## src/hw/rtl/mspt_pkg.sv

```systemverilog
// Package for the multi-axis step pulse timer.
// Holds the item types, the lane control and status types and the register codes.
// No dependencies.
package mspt_pkg;

    localparam int IN_AXES      = 4;   // axes carried by an item (X, Y, Z, E)
    localparam int ENDSTOP_AXES = 3;   // axes with a min endstop (X, Y, Z)
    localparam int IN_STEP_BITS = 24;
    localparam int PERIOD_BITS  = 32;
    localparam int CFG_DATA_BITS = 4;

    typedef enum logic {
        KIND_LOAD = 1'b0,
        KIND_TICK = 1'b1
    } t_kind;

    typedef enum logic [1:0] {
        CFG_ENDSTOP_LEVEL   = 2'd0,
        CFG_ENDSTOP_PRESENT = 2'd1,
        CFG_DIR_INVERT      = 2'd2,
        CFG_DISABLE_AFTER   = 2'd3
    } t_cfg_index;

    typedef struct packed {
        t_kind                           kind;
        logic [IN_STEP_BITS-1:0]         steps_x;
        logic [IN_STEP_BITS-1:0]         steps_y;
        logic [IN_STEP_BITS-1:0]         steps_z;
        logic [IN_STEP_BITS-1:0]         steps_e;
        logic [PERIOD_BITS-1:0]          period_x;
        logic [PERIOD_BITS-1:0]          period_y;
        logic [PERIOD_BITS-1:0]          period_z;
        logic [PERIOD_BITS-1:0]          period_e;
        logic [IN_AXES-1:0]              positive_mask;
        logic [ENDSTOP_AXES-1:0]         endstop_pins;
    } t_in_item;

    typedef struct packed {
        logic [IN_AXES-1:0]      step_pulses;
        logic [IN_AXES-1:0]      dir_pins;
        logic [IN_AXES-1:0]      enable_pins;
        logic [IN_AXES-1:0]      active_axes;
        logic [ENDSTOP_AXES-1:0] endstop_hits;
        logic                    busy_res;
    } t_out_item;

    // Per-axis control from the top level; load and tick are already qualified
    // by the compute stage firing.
    typedef struct packed {
        logic load;
        logic tick;
        logic kill;   // endstop hit: clear steps and elapsed count
    } t_lane_ctrl;

    typedef struct packed {
        logic was_live;   // steps remaining before this transaction
        logic live_pre;   // steps remaining after load/step, before endstop
        logic pulse;
    } t_lane_stat;

endpackage

```

## src/hw/rtl/mspt_axis.sv

```systemverilog
// One axis lane of the step pulse timer: step count, period and elapsed counter.
// Depends on mspt_pkg.
module mspt_axis #(
    parameter int STEP_COUNT_BITS = 24
) (
    input  logic                                 i_clk,
    input  logic                                 i_rst_n,
    input  mspt_pkg::t_lane_ctrl                 i_ctrl,
    input  logic [mspt_pkg::IN_STEP_BITS-1:0]    i_steps,
    input  logic [mspt_pkg::PERIOD_BITS-1:0]     i_period,
    output mspt_pkg::t_lane_stat                 o_stat
);
    import mspt_pkg::*;

    logic [STEP_COUNT_BITS-1:0] r_steps, n_steps, steps_ld, steps_pre;
    logic [PERIOD_BITS-1:0]     r_period, n_period;
    logic [PERIOD_BITS-1:0]     r_elapsed, n_elapsed, elapsed_inc, elapsed_pre;
    logic                       step_due;
    logic                       pulse;

    assign steps_ld    = STEP_COUNT_BITS'(i_steps);
    // saturating increment
    assign elapsed_inc = (&r_elapsed) ? r_elapsed : r_elapsed + 1'b1;
    assign step_due    = (elapsed_inc >= r_period);

    always_comb begin
        steps_pre   = r_steps;
        elapsed_pre = r_elapsed;
        n_period    = r_period;
        pulse       = 1'b0;
        if (i_ctrl.load) begin
            steps_pre   = steps_ld;
            elapsed_pre = '0;
            n_period    = i_period;
        end else if (i_ctrl.tick && (r_steps != '0)) begin
            if (step_due) begin
                pulse       = 1'b1;
                steps_pre   = r_steps - 1'b1;
                elapsed_pre = '0;
            end else begin
                elapsed_pre = elapsed_inc;
            end
        end
        n_steps   = i_ctrl.kill ? '0 : steps_pre;
        n_elapsed = i_ctrl.kill ? '0 : elapsed_pre;
    end

    always_ff @(posedge i_clk) begin
        if (!i_rst_n) begin
            r_steps   <= '0;
            r_period  <= '0;
            r_elapsed <= '0;
        end else begin
            r_steps   <= n_steps;
            r_period  <= n_period;
            r_elapsed <= n_elapsed;
        end
    end

    assign o_stat.was_live = (r_steps != '0);
    assign o_stat.live_pre = (steps_pre != '0);
    assign o_stat.pulse    = pulse;

endmodule

```

## src/hw/rtl/multi_axis_step_pulse_timer.sv

```systemverilog
// Multi-axis step pulse timer, top level: input register, axis lanes, endstop
// and driver enable logic, configuration registers, result register.
// Depends on mspt_pkg and mspt_axis.
//
// Usage: a load transaction (kind = load) latches the step counts, step periods
// and directions of a new move, enables every driver with steps and clears the
// elapsed counters; each tick transaction (kind = tick) advances all busy axes by
// one tick, and an axis whose elapsed count reaches its period reports a step
// pulse and counts one step down. Min endstops on X, Y and Z stop a negative
// move; when the move ends, drivers flagged in the disable mask switch off.
// Every transaction yields exactly one result. The block takes one transaction
// per clock unless an unread result stalls it; the input register captures it
// and the single-pass lane update then loads the result register. Ticks are
// meant to be issued once per clock, so step timing resolution is one tick.
// The user is to write configuration registers through the cfg channel only
// while idle; the block does not enforce this. o_cfg_ready is always high.
// No clearing pass is needed after reset.
module multi_axis_step_pulse_timer #(
    parameter int AXES            = 4,
    parameter int STEP_COUNT_BITS = 24
) (
    input  logic                                    i_clk,
    input  logic                                    i_rst_n,
    input  logic                                    i_in_valid,
    output logic                                    o_in_ready,
    input  mspt_pkg::t_in_item                      i_in_data,
    output logic                                    o_out_valid,
    input  logic                                    i_out_ready,
    output mspt_pkg::t_out_item                     o_out_data,
    input  logic                                    i_cfg_valid,
    output logic                                    o_cfg_ready,
    input  mspt_pkg::t_cfg_index                    i_cfg_index,
    input  logic [mspt_pkg::CFG_DATA_BITS-1:0]      i_cfg_data
);
    import mspt_pkg::*;

    // ---- configuration registers ----
    logic                    r_cfg_level;
    logic [ENDSTOP_AXES-1:0] r_cfg_present;
    logic [IN_AXES-1:0]      r_cfg_dir_inv;
    logic [IN_AXES-1:0]      r_cfg_disable;

    assign o_cfg_ready = 1'b1;

    always_ff @(posedge i_clk) begin
        if (!i_rst_n) begin
            r_cfg_level   <= 1'b0;
            r_cfg_present <= '1;
            r_cfg_dir_inv <= '0;
            r_cfg_disable <= '0;
        end else if (i_cfg_valid) begin
            case (i_cfg_index)
                CFG_ENDSTOP_LEVEL:   r_cfg_level   <= i_cfg_data[0];
                CFG_ENDSTOP_PRESENT: r_cfg_present <= i_cfg_data[ENDSTOP_AXES-1:0];
                CFG_DIR_INVERT:      r_cfg_dir_inv <= i_cfg_data[IN_AXES-1:0];
                CFG_DISABLE_AFTER:   r_cfg_disable <= i_cfg_data[IN_AXES-1:0];
                default: ;
            endcase
        end
    end

    // ---- input register and handshake ----
    logic      r_in_valid;
    t_in_item  r_in;
    logic      r_out_valid;
    t_out_item r_out;
    t_out_item res;
    logic      fire;      // compute stage consumes the held transaction
    logic      is_load;
    logic      is_tick;

    assign fire       = r_in_valid && (!r_out_valid || i_out_ready);
    assign o_in_ready = !r_in_valid || fire;
    assign is_load    = fire && (r_in.kind == KIND_LOAD);
    assign is_tick    = fire && (r_in.kind == KIND_TICK);

    always_ff @(posedge i_clk) begin
        if (!i_rst_n) begin
            r_in_valid <= 1'b0;
        end else if (o_in_ready) begin
            r_in_valid <= i_in_valid;
        end
    end

    always_ff @(posedge i_clk) begin
        if (i_in_valid && o_in_ready) begin
            r_in <= i_in_data;
        end
    end

    // ---- axis lanes ----
    logic [IN_STEP_BITS-1:0] in_steps  [IN_AXES];
    logic [PERIOD_BITS-1:0]  in_period [IN_AXES];

    assign in_steps[0]  = r_in.steps_x;
    assign in_steps[1]  = r_in.steps_y;
    assign in_steps[2]  = r_in.steps_z;
    assign in_steps[3]  = r_in.steps_e;
    assign in_period[0] = r_in.period_x;
    assign in_period[1] = r_in.period_y;
    assign in_period[2] = r_in.period_z;
    assign in_period[3] = r_in.period_e;

    logic [AXES-1:0] was_live, live_pre, live_after, pulse, hit;
    logic [AXES-1:0] load_pos, dis_ax, mp_next;
    logic [AXES-1:0] r_move_positive, r_enable, n_enable, en_base;
    logic            move_end;

    for (genvar g = 0; g < AXES; g++) begin : g_axis
        t_lane_ctrl              ctrl;
        t_lane_stat              stat;
        logic [IN_STEP_BITS-1:0] ax_steps;
        logic [PERIOD_BITS-1:0]  ax_period;

        // axes beyond the item's four load as empty
        if (g < IN_AXES) begin : g_fed
            assign ax_steps  = in_steps[g];
            assign ax_period = in_period[g];
            assign load_pos[g] = r_in.positive_mask[g];
            assign dis_ax[g]   = r_cfg_disable[g];
        end else begin : g_unfed
            assign ax_steps  = '0;
            assign ax_period = '0;
            assign load_pos[g] = 1'b0;
            assign dis_ax[g]   = 1'b0;
        end

        // min endstop: wired, moving negative, pin differs from idle level
        if (g < ENDSTOP_AXES) begin : g_endstop
            assign hit[g] = fire && r_cfg_present[g] && !mp_next[g]
                          && (r_in.endstop_pins[g] != r_cfg_level) && live_pre[g];
        end else begin : g_no_endstop
            assign hit[g] = 1'b0;
        end

        assign ctrl.load = is_load;
        assign ctrl.tick = is_tick;
        assign ctrl.kill = hit[g];

        mspt_axis #(
            .STEP_COUNT_BITS (STEP_COUNT_BITS)
        ) u_axis (
            .i_clk    (i_clk),
            .i_rst_n  (i_rst_n),
            .i_ctrl   (ctrl),
            .i_steps  (ax_steps),
            .i_period (ax_period),
            .o_stat   (stat)
        );

        assign was_live[g] = stat.was_live;
        assign live_pre[g] = stat.live_pre;
        assign pulse[g]    = stat.pulse;
    end

    assign mp_next    = is_load ? load_pos : r_move_positive;
    assign live_after = live_pre & ~hit;

    // drivers: a load only adds enables; the disable mask applies where the
    // last steps vanish, or on a load that leaves nothing to do
    always_comb begin
        en_base  = is_load ? (r_enable | live_pre) : r_enable;
        move_end = is_load ? (live_after == '0)
                           : (is_tick && (was_live != '0) && (live_after == '0));
        n_enable = move_end ? (en_base & ~dis_ax) : en_base;
    end

    always_ff @(posedge i_clk) begin
        if (!i_rst_n) begin
            r_move_positive <= '0;
            r_enable        <= '0;
        end else begin
            r_move_positive <= mp_next;
            r_enable        <= n_enable;
        end
    end

    // ---- result assembly ----
    for (genvar b = 0; b < IN_AXES; b++) begin : g_out_bit
        if (b < AXES) begin : g_real
            assign res.step_pulses[b] = pulse[b];
            assign res.dir_pins[b]    = mp_next[b] ^ r_cfg_dir_inv[b];
            assign res.enable_pins[b] = n_enable[b];
            assign res.active_axes[b] = live_after[b];
        end else begin : g_absent
            assign res.step_pulses[b] = 1'b0;
            assign res.dir_pins[b]    = r_cfg_dir_inv[b];
            assign res.enable_pins[b] = 1'b0;
            assign res.active_axes[b] = 1'b0;
        end
    end

    for (genvar b = 0; b < ENDSTOP_AXES; b++) begin : g_hit_bit
        if (b < AXES) begin : g_real
            assign res.endstop_hits[b] = hit[b];
        end else begin : g_absent
            assign res.endstop_hits[b] = 1'b0;
        end
    end

    assign res.busy_res = (live_after != '0);

    // ---- result register ----
    always_ff @(posedge i_clk) begin
        if (!i_rst_n) begin
            r_out_valid <= 1'b0;
        end else if (fire) begin
            r_out_valid <= 1'b1;
        end else if (i_out_ready) begin
            r_out_valid <= 1'b0;
        end
    end

    always_ff @(posedge i_clk) begin
        if (fire) begin
            r_out <= res;
        end
    end

    assign o_out_valid = r_out_valid;
    assign o_out_data  = r_out;

    // ---- assertions ----
    // an axis with steps left always has its driver enabled
    a_live_enabled: assert property (@(posedge i_clk) disable iff (!i_rst_n)
        (was_live & ~r_enable) == '0)
        else $error("axis with steps left has its driver disabled");

    // a step pulse only comes from an axis that had steps before the tick
    a_pulse_live: assert property (@(posedge i_clk) disable iff (!i_rst_n)
        fire |-> ((pulse & ~was_live) == '0))
        else $error("step pulse from an idle axis");

    // every consumed transaction shows up in the result register next cycle
    a_result_follows: assert property (@(posedge i_clk) disable iff (!i_rst_n)
        fire |=> r_out_valid)
        else $error("result lost after compute");

    // a held transaction that is not consumed stays put
    a_in_hold: assert property (@(posedge i_clk) disable iff (!i_rst_n)
        (r_in_valid && !fire) |=> (r_in_valid && $stable(r_in)))
        else $error("input register changed while stalled");

endmodule
```

## config.mk

```make
export PLATFORM = sky130hd
export DESIGN_NAME = multi_axis_step_pulse_timer
export DESIGN_NICKNAME = d
export VERILOG_FILES = /design/src/hw/rtl/mspt_pkg.sv /design/src/hw/rtl/mspt_axis.sv /design/src/hw/rtl/multi_axis_step_pulse_timer.sv
export SDC_FILE = /design/constraint.sdc
export NUM_CORES = 1
export LEC_CHECK = 0
export BUFFER_PORTS_ARGS = -buffer_cell sky130_fd_sc_hd__buf_2
export CORE_UTILIZATION = 52
export DETAILED_ROUTE_END_ITERATION = 12
export HOLD_SLACK_MARGIN = 0.08
export PLACE_DENSITY = 0.76
export RECOVER_POWER = 100
export SLEW_MARGIN = 10
export SYNTH_ARGS = -nofsm -noshare
export SYNTH_HDL_FRONTEND = slang
export SYNTH_SLANG_ARGS = --single-unit
```

## constraint.sdc

```tcl
create_clock -name i_clk -period 13.6 [get_ports i_clk]
set_clock_uncertainty 0.15 [all_clocks]
set_input_delay 1.36 -clock i_clk [delete_from_list [all_inputs] [get_ports i_clk]]
set_output_delay 1.36 -clock i_clk [all_outputs]
set_load 0.03 [all_outputs]
```

Yosys cells after proc, flatten, opt, wreduce, memory -nomap -nowiden
Cells that the tools add are included.
Cells by class
  eq/ne operators: 6
  bitwise gates (word level): 15
  add/sub/neg operators: 8
  reductions and logical operators: 61
  magnitude comparators: 4
  mux-type cells: 30
Operator list (count)
  two-way mux 24 bit: 12
  two-way mux 32 bit: 8
  nonzero test 24 bit: 8
  adder 32 x 1 -> 32 bit (second input constant): 4
  >= comparator 32 bit: 4
  AND reduction 32 bit: 4
  subtractor 24 x 1 -> 24 bit (second input constant): 4
  logical AND 1 bit: 22
  OR reduction 2 bit: 8
  two-way mux 4 bit: 3
  OR reduction 3 bit: 3
  bitwise AND 4 bit: 2
  AND reduction 2 bit: 4
  nonzero test 4 bit: 2
  two-way mux 1 bit: 7
  NOT 1 bit: 6
  logical NOT 1 bit: 5
  == test 2 bit (second input constant): 2
  logical NOT 4 bit: 1
  NOT 3 -> 4 bit: 1
  NOT 4 bit: 1
  OR 4 bit: 1
  bitwise XOR 1 bit: 4
  inequality test 1 bit: 3
  other kinds (4): 5
Storage, ports and cells
  bits of input ports: 243
  flip-flop bits (word level): 626
  output and inout port bits: 23

Logic depth before layout (Yosys ltp)
  depth in word-level cells: 15
  gate-level depth with buffers: 28

Modules after synthesis
From an unflattened synthesis, not the netlist that was laid out.
Unflattened totals
  cell total of the unflattened synthesis: 3267
  area, all modules: 31966.9 um2
Modules (own cells, without submodules)
  mspt_axis: cells an instance 722, instances 4, area each 5805.6 um2
  multi_axis_step_pulse_timer: cells an instance 379, instances 1, area each 8744.6 um2

Worst setup path after synthesis
No wires, ideal clock.
  path kind: input -> register
  from: input i_out_ready
  to: register r_in (netlist bit g_axis[0].ax_period[0]), enable pin
  arrival: 6.996 ns
  slack: 5.833 ns
  cell stages on the path: 3
  cell sequence: nor2b_1 > nand2_1 > and2_1
On the way
  longest elaborated chain between the ends: 4
RTL lines
  from (decl): line multi_axis_step_pulse_timer.sv:28  | input logic i_out_ready,
  logical OR 1 bit: line multi_axis_step_pulse_timer.sv:72  | assign fire = r_in_valid && (!r_out_valid || i_out_ready);
  logical AND 1 bit: line multi_axis_step_pulse_timer.sv:72
  logical OR 1 bit: line multi_axis_step_pulse_timer.sv:73  | assign o_in_ready = !r_in_valid || fire;
  via o_in_ready: line multi_axis_step_pulse_timer.sv:25  | output logic o_in_ready,
  logical AND 1 bit: line multi_axis_step_pulse_timer.sv:86  | if (i_in_valid && o_in_ready) begin
  to (signal assigned): line multi_axis_step_pulse_timer.sv:87  | r_in <= i_in_data;
  to (decl): line multi_axis_step_pulse_timer.sv:64  | t_in_item r_in;
The timed path passes the listed nets, and every way through them passes these cells.
A chain may end at the register's enable or synchronous reset.

Final worst setup path
  from: register g_axis[1].u_axis.r_elapsed[8]
  to: register g_axis[1].u_axis.r_elapsed[31]
On the way
  longest elaborated chain between the ends: 9
  elaborated cells between the ends (all ways): 11
  those cells by class: add/sub: 1; order compare: 1; mux: 5; reduce/logical: 4
RTL lines
  from (decl): line mspt_axis.sv:17  | logic [PERIOD_BITS-1:0] r_elapsed, n_elapsed, elapsed_inc, elapsed_pre;
  from (signal assigned): line mspt_axis.sv:56  | r_elapsed <= n_elapsed;
  adder 32 x 1 -> 32 bit or AND reduction 32 bit (tied branches): line mspt_axis.sv:23  | assign elapsed_inc = (&r_elapsed) ? r_elapsed : r_elapsed + 1'b1;
  two-way mux 32 bit *: line mspt_axis.sv:23
  >= comparator 32 bit: line mspt_axis.sv:24  | assign step_due = (elapsed_inc >= r_period);
  two-way mux 24 bit: line mspt_axis.sv:36  | if (step_due) begin
  two-way mux 24 bit: line mspt_axis.sv:35  | end else if (i_ctrl.tick && (r_steps != '0)) begin
  two-way mux 24 bit: line mspt_axis.sv:31  | if (i_ctrl.load) begin
  nonzero test 24 bit: line mspt_axis.sv:61  | assign o_stat.live_pre = (steps_pre != '0);
  logical AND 1 bit: line multi_axis_step_pulse_timer.sv:131  | && (r_in.endstop_pins[g] != r_cfg_level) && live_pre[g];
  OR reduction 3 bit (no line)
Mark *: on every way between the ends. The rest lies on a longest branch, timed or not.

==> results.cfg <==
[power_and_ir_drop]
p_sw_share_pct = 25.3
ir_worst_vdd_v = 0.000119
pwr-share-seq_pct = 45.7
combPwrFrac_pct = 10.7
power.net_switching_uw = 1160
clock_power_share_pct = 43.6
power_density_mw_per_mm2 = 133
p_int_uw = 3420
p_leak_uw = 0.0129

[cts]
cts-buffers-inserted = 70
clk_latency_ns = 0.62
cts_tree = done
cts_hold_repair.buffers = 0
ctsHtreeMaxLevel = 3
cts_root_buf = clkbuf_16
clkTransAtPathRegs_ns = 0.06
post-cts-setup-buffers = 0
cts_max_path_buffers = 3
cts_sinks = 626
post_cts_resized = 0

[routing]
dr.pass1.iters = 6
wire_per_inst_um = 17.9
drt_iter0_markers = 1939
drc = 0
routed_wl_um = 76400
avgViaCountPerCell = 5.81
drt.antenna.violating_nets = 0
detailroute.via_count = 24824

[sta]
rsz0062_at_grt = no
fmax_mhz = 111
setup-tns-final_ns = 0
min_period_over_period_pct = 66.4
setup_viol = 0
slew_violations = 508
tightest_slew_ns = 4.34
period_needed_ns = 9.03
hold_viol = 0
relSlewSlack_pct = -189

[worst_setup_path]
cp.arrival_ns = 9.38
crit_type = reg2reg
cp.buffers_inverters = 1
r2r.worst_path.cells = 23
cp.required_ns = 13.96
crit_slowest_cell = nand2b_1
r2r-start = g_axis[1].u_axis.r_elapsed[8]
rrSetupSlack_ns = 4.57
timing.rr.end = g_axis[1].u_axis.r_elapsed[31]
critPathMaxStageDelay_ns = 1.15
cpMostUsedCell = nand3_1
start_kind = flop
critical_path.top_delay_family = simple AND/OR/NAND/NOR gates
worstPathCellList = and4_1 -> nand3_1 -> nor4_1 -> nand4_1 -> nand3_1 -> or3_1 -> nor2_1 -> nand3_1 -> nor2_1 -> xor2_1 -> ha_1 -> nand4_1 -> nor4_1 -> o31a_1 -> o211ai_1 -> o211a_1 -> a211oi_1 -> o2111ai_1 -> or4_1 -> a21o_1 -> clkbuf_1 -> nand2b_1 -> a21oi_1
crit_path_end_kind = flop
path_max_fanout = 32

[yosys]
synthDistinctLibCells = 93
synth-edff-count = 252
syn_area_mm2 = 0.0304
ys_seq_area_share_pct = 49.6
synth-async-reset-ratio_pct = 0
synth_top_flop_cell = dfxtp_1
avgSynthCellArea_um2 = 9.37
syn_nets = 3622
postSynthCellCount = 3239
ys_warn_count = 0
ys_seq_elements = 626

[min_path]
worstHoldStart = g_axis[0].u_axis.r_period[19]
hold_depth = 2
hold_path_end = g_axis[0].u_axis.r_period[19]
hold_class = reg2reg

[layout]
fin_nets = 3832
final_core_util_pct = 59.8
stdcell_count = 4276
fin_area_mm2 = 0.0345
area_growth_pct = 13.7
fill_cells = 4994
drive_gt1_share_pct = 10.8

[grt]
grt_pass1_vias = 23443
overflow = 0
grt_pass1_wl_um = 122000
grt_max_degree = 166
track_usage_pct = 25.4
antenna_found_initial = 9

[placed_design]
portBuffers = 264
dp_cells = 4142
dpl.hpwl_um = 52200
dpl_cell_area_mm2 = 0.0323
place.gp.congestion = 0.948

[job]
max_cap_violations = 9

[floorplan]
io_pins = 266
num_rows = 88
die-area_mm2 = 0.0594
start_util_pct = 52.6
die_w_um = 244
core-area_mm2 = 0.0577
die_h_um = 244

[run_status]
violations = capacitance limit, slew limit
status = finished, violations left
==> worst min-delay path, stage by stage (launching register included) <==
cell,delay [ns]
dfxtp_1,0.31
nand2_1,0.05
a21oi_1,0.05
==> worst max-delay path by stage <==
| stage | from | cells after the start | slack [ns] | to |
|---|---|---|---|---|
| after global placement | g_axis[3].u_axis.r_elapsed[3] | 25 | 6.38 | o_out_data[8] |
| after detailed placement | g_axis[2].u_axis.r_elapsed[8] | 21 | 6.05 | g_axis[2].u_axis.r_steps[12] |
| final | g_axis[1].u_axis.r_elapsed[8] | 23 | 4.57 | g_axis[1].u_axis.r_elapsed[31] |
| after CTS | g_axis[2].u_axis.r_elapsed[8] | 21 | 6.04 | g_axis[2].u_axis.r_steps[12] |
| after global routing | g_axis[1].u_axis.r_elapsed[9] | 23 | 4.02 | g_axis[1].u_axis.r_elapsed[29] |
| after floorplan | i_out_ready | 3 | 5.83 | g_axis[0].ax_period[0] |
==> power groups by stage <==
stage / Clock (uW) / Combinational [uW] / Sequential, uW
after global placement: 0 / 481 / 2130
after global routing: 2110 / 537 / 2100
final: 2000 / 489 / 2090
after detailed placement: 0 / 486 / 2130
after floorplan: 0 / 329 / 2120
after CTS: 2030 / 489 / 2090
==> layer usage <==
metal / up-vias / global-route usage [%] / share of wire (%) / routed length, um
met1: 11696 / 33.3 / 43 / 32800
met2: 835 / 40.7 / 46 / 34900
li1: 12072 / - / - / -
met5: - / 0 / 0.059 / 45
met3: 213 / 4.65 / 6.9 / 5280
met4: 8 / 12.1 / 4.4 / 3380
==> cells in the final DEF, fill, tap and decap left out, types with 15 or more instances in the layout <==
cell,n
nor2_2,20
a31oi_1,18
ha_1,140
nand2_1,451
buf_2,192
and4_1,17
a211oi_1,58
mux2i_1,36
inv_1,156
edfxtp_1,252
nand2b_1,20
a22oi_1,68
a21o_1,16
o21ai_0,108
and3_1,39
nor2_1,286
xnor2_1,113
buf_4,15
nor4_1,40
nand3_1,75
a21oi_1,267
xor2_1,58
nor3_1,100
nor2b_1,15
or3_1,44
nand4_1,55
or4_1,27
clkbuf_1,92
dfxtp_1,374
o211ai_1,32
clkbuf_16,73
==> cell families (layout without fill, tap and decap cells) <==
logic type	after synthesis	after routing	share of synthesized area, %
and+or+nand+nor	1255	1255	19.7
AOI/OAI and AO/OA	698	698	14.7
DFF	626	626	49.6
buffers and inverters	308	574	3.96
xor gates and xnor gates	171	171	4.93
adders and majority gates	140	140	5.77
muxes	40	40	1.34
other	1	7	0.0124
==> final cells by class <==
class	instances	area [um2]	share of cell area (%)
flip-flops and latches	626	15100	43.6
multi-input cells	2305	14100	40.8
repair buffers	288	1390	4.04
inverters	158	594	1.72
well taps	765	957	2.77
clock buffers	96	2020	5.86
diodes	6	15.0	0.0435
clock inverters	32	414	1.20
==> flip-flops by register name, indices dropped and copies added, names as in the netlist <==
name                     flops
g_axis.ax_period           128
g_axis.u_axis.r_elapsed    128
g_axis.u_axis.r_period     128
g_axis.ax_steps             96
g_axis.u_axis.r_steps       96
o_out_data                  20
dis_ax                       4
load_pos                     4
r_cfg_dir_inv                4
r_enable                     4
r_in                         4
r_move_positive              4
r_cfg_present                3
o_out_valid                  1
r_cfg_level                  1
r_in_valid                   1
==> through the flow <==
step / hold slack (ns) / power, uW / worst slack [ns]
CTS: 0.304 / 4610 / 6.04
detailed placement: 0.297 / 2620 / 6.05
floorplan: 0.286 / 2450 / 5.83
global placement: 0.293 / 2610 / 6.38
finish: 0.303 / 4580 / 4.57
global route: 0.316 / 4750 / 4.02
==> synthesized netlist by cell type, types with 36 or more instances <==
master,n,share of area (%)
xor2_1,58,1.7
a21oi_1,265,4.4
nand2_1,451,5.6
nor2_1,287,3.5
and3_1,39,0.80
inv_1,155,1.9
a22oi_1,68,1.7
a211oi_1,58,1.4
o21ai_0,107,1.8
ha_1,140,5.8
xnor2_1,113,3.3
nor3_1,100,1.6
clkbuf_1,124,1.5
nor4_1,40,0.82
mux2i_1,36,1.2
nand3_1,75,1.2
dfxtp_1,374,25
edfxtp_1,252,25
nand4_1,55,1.1
or3_1,44,0.91
No activity file was read; power rests on OpenSTA's default activity.
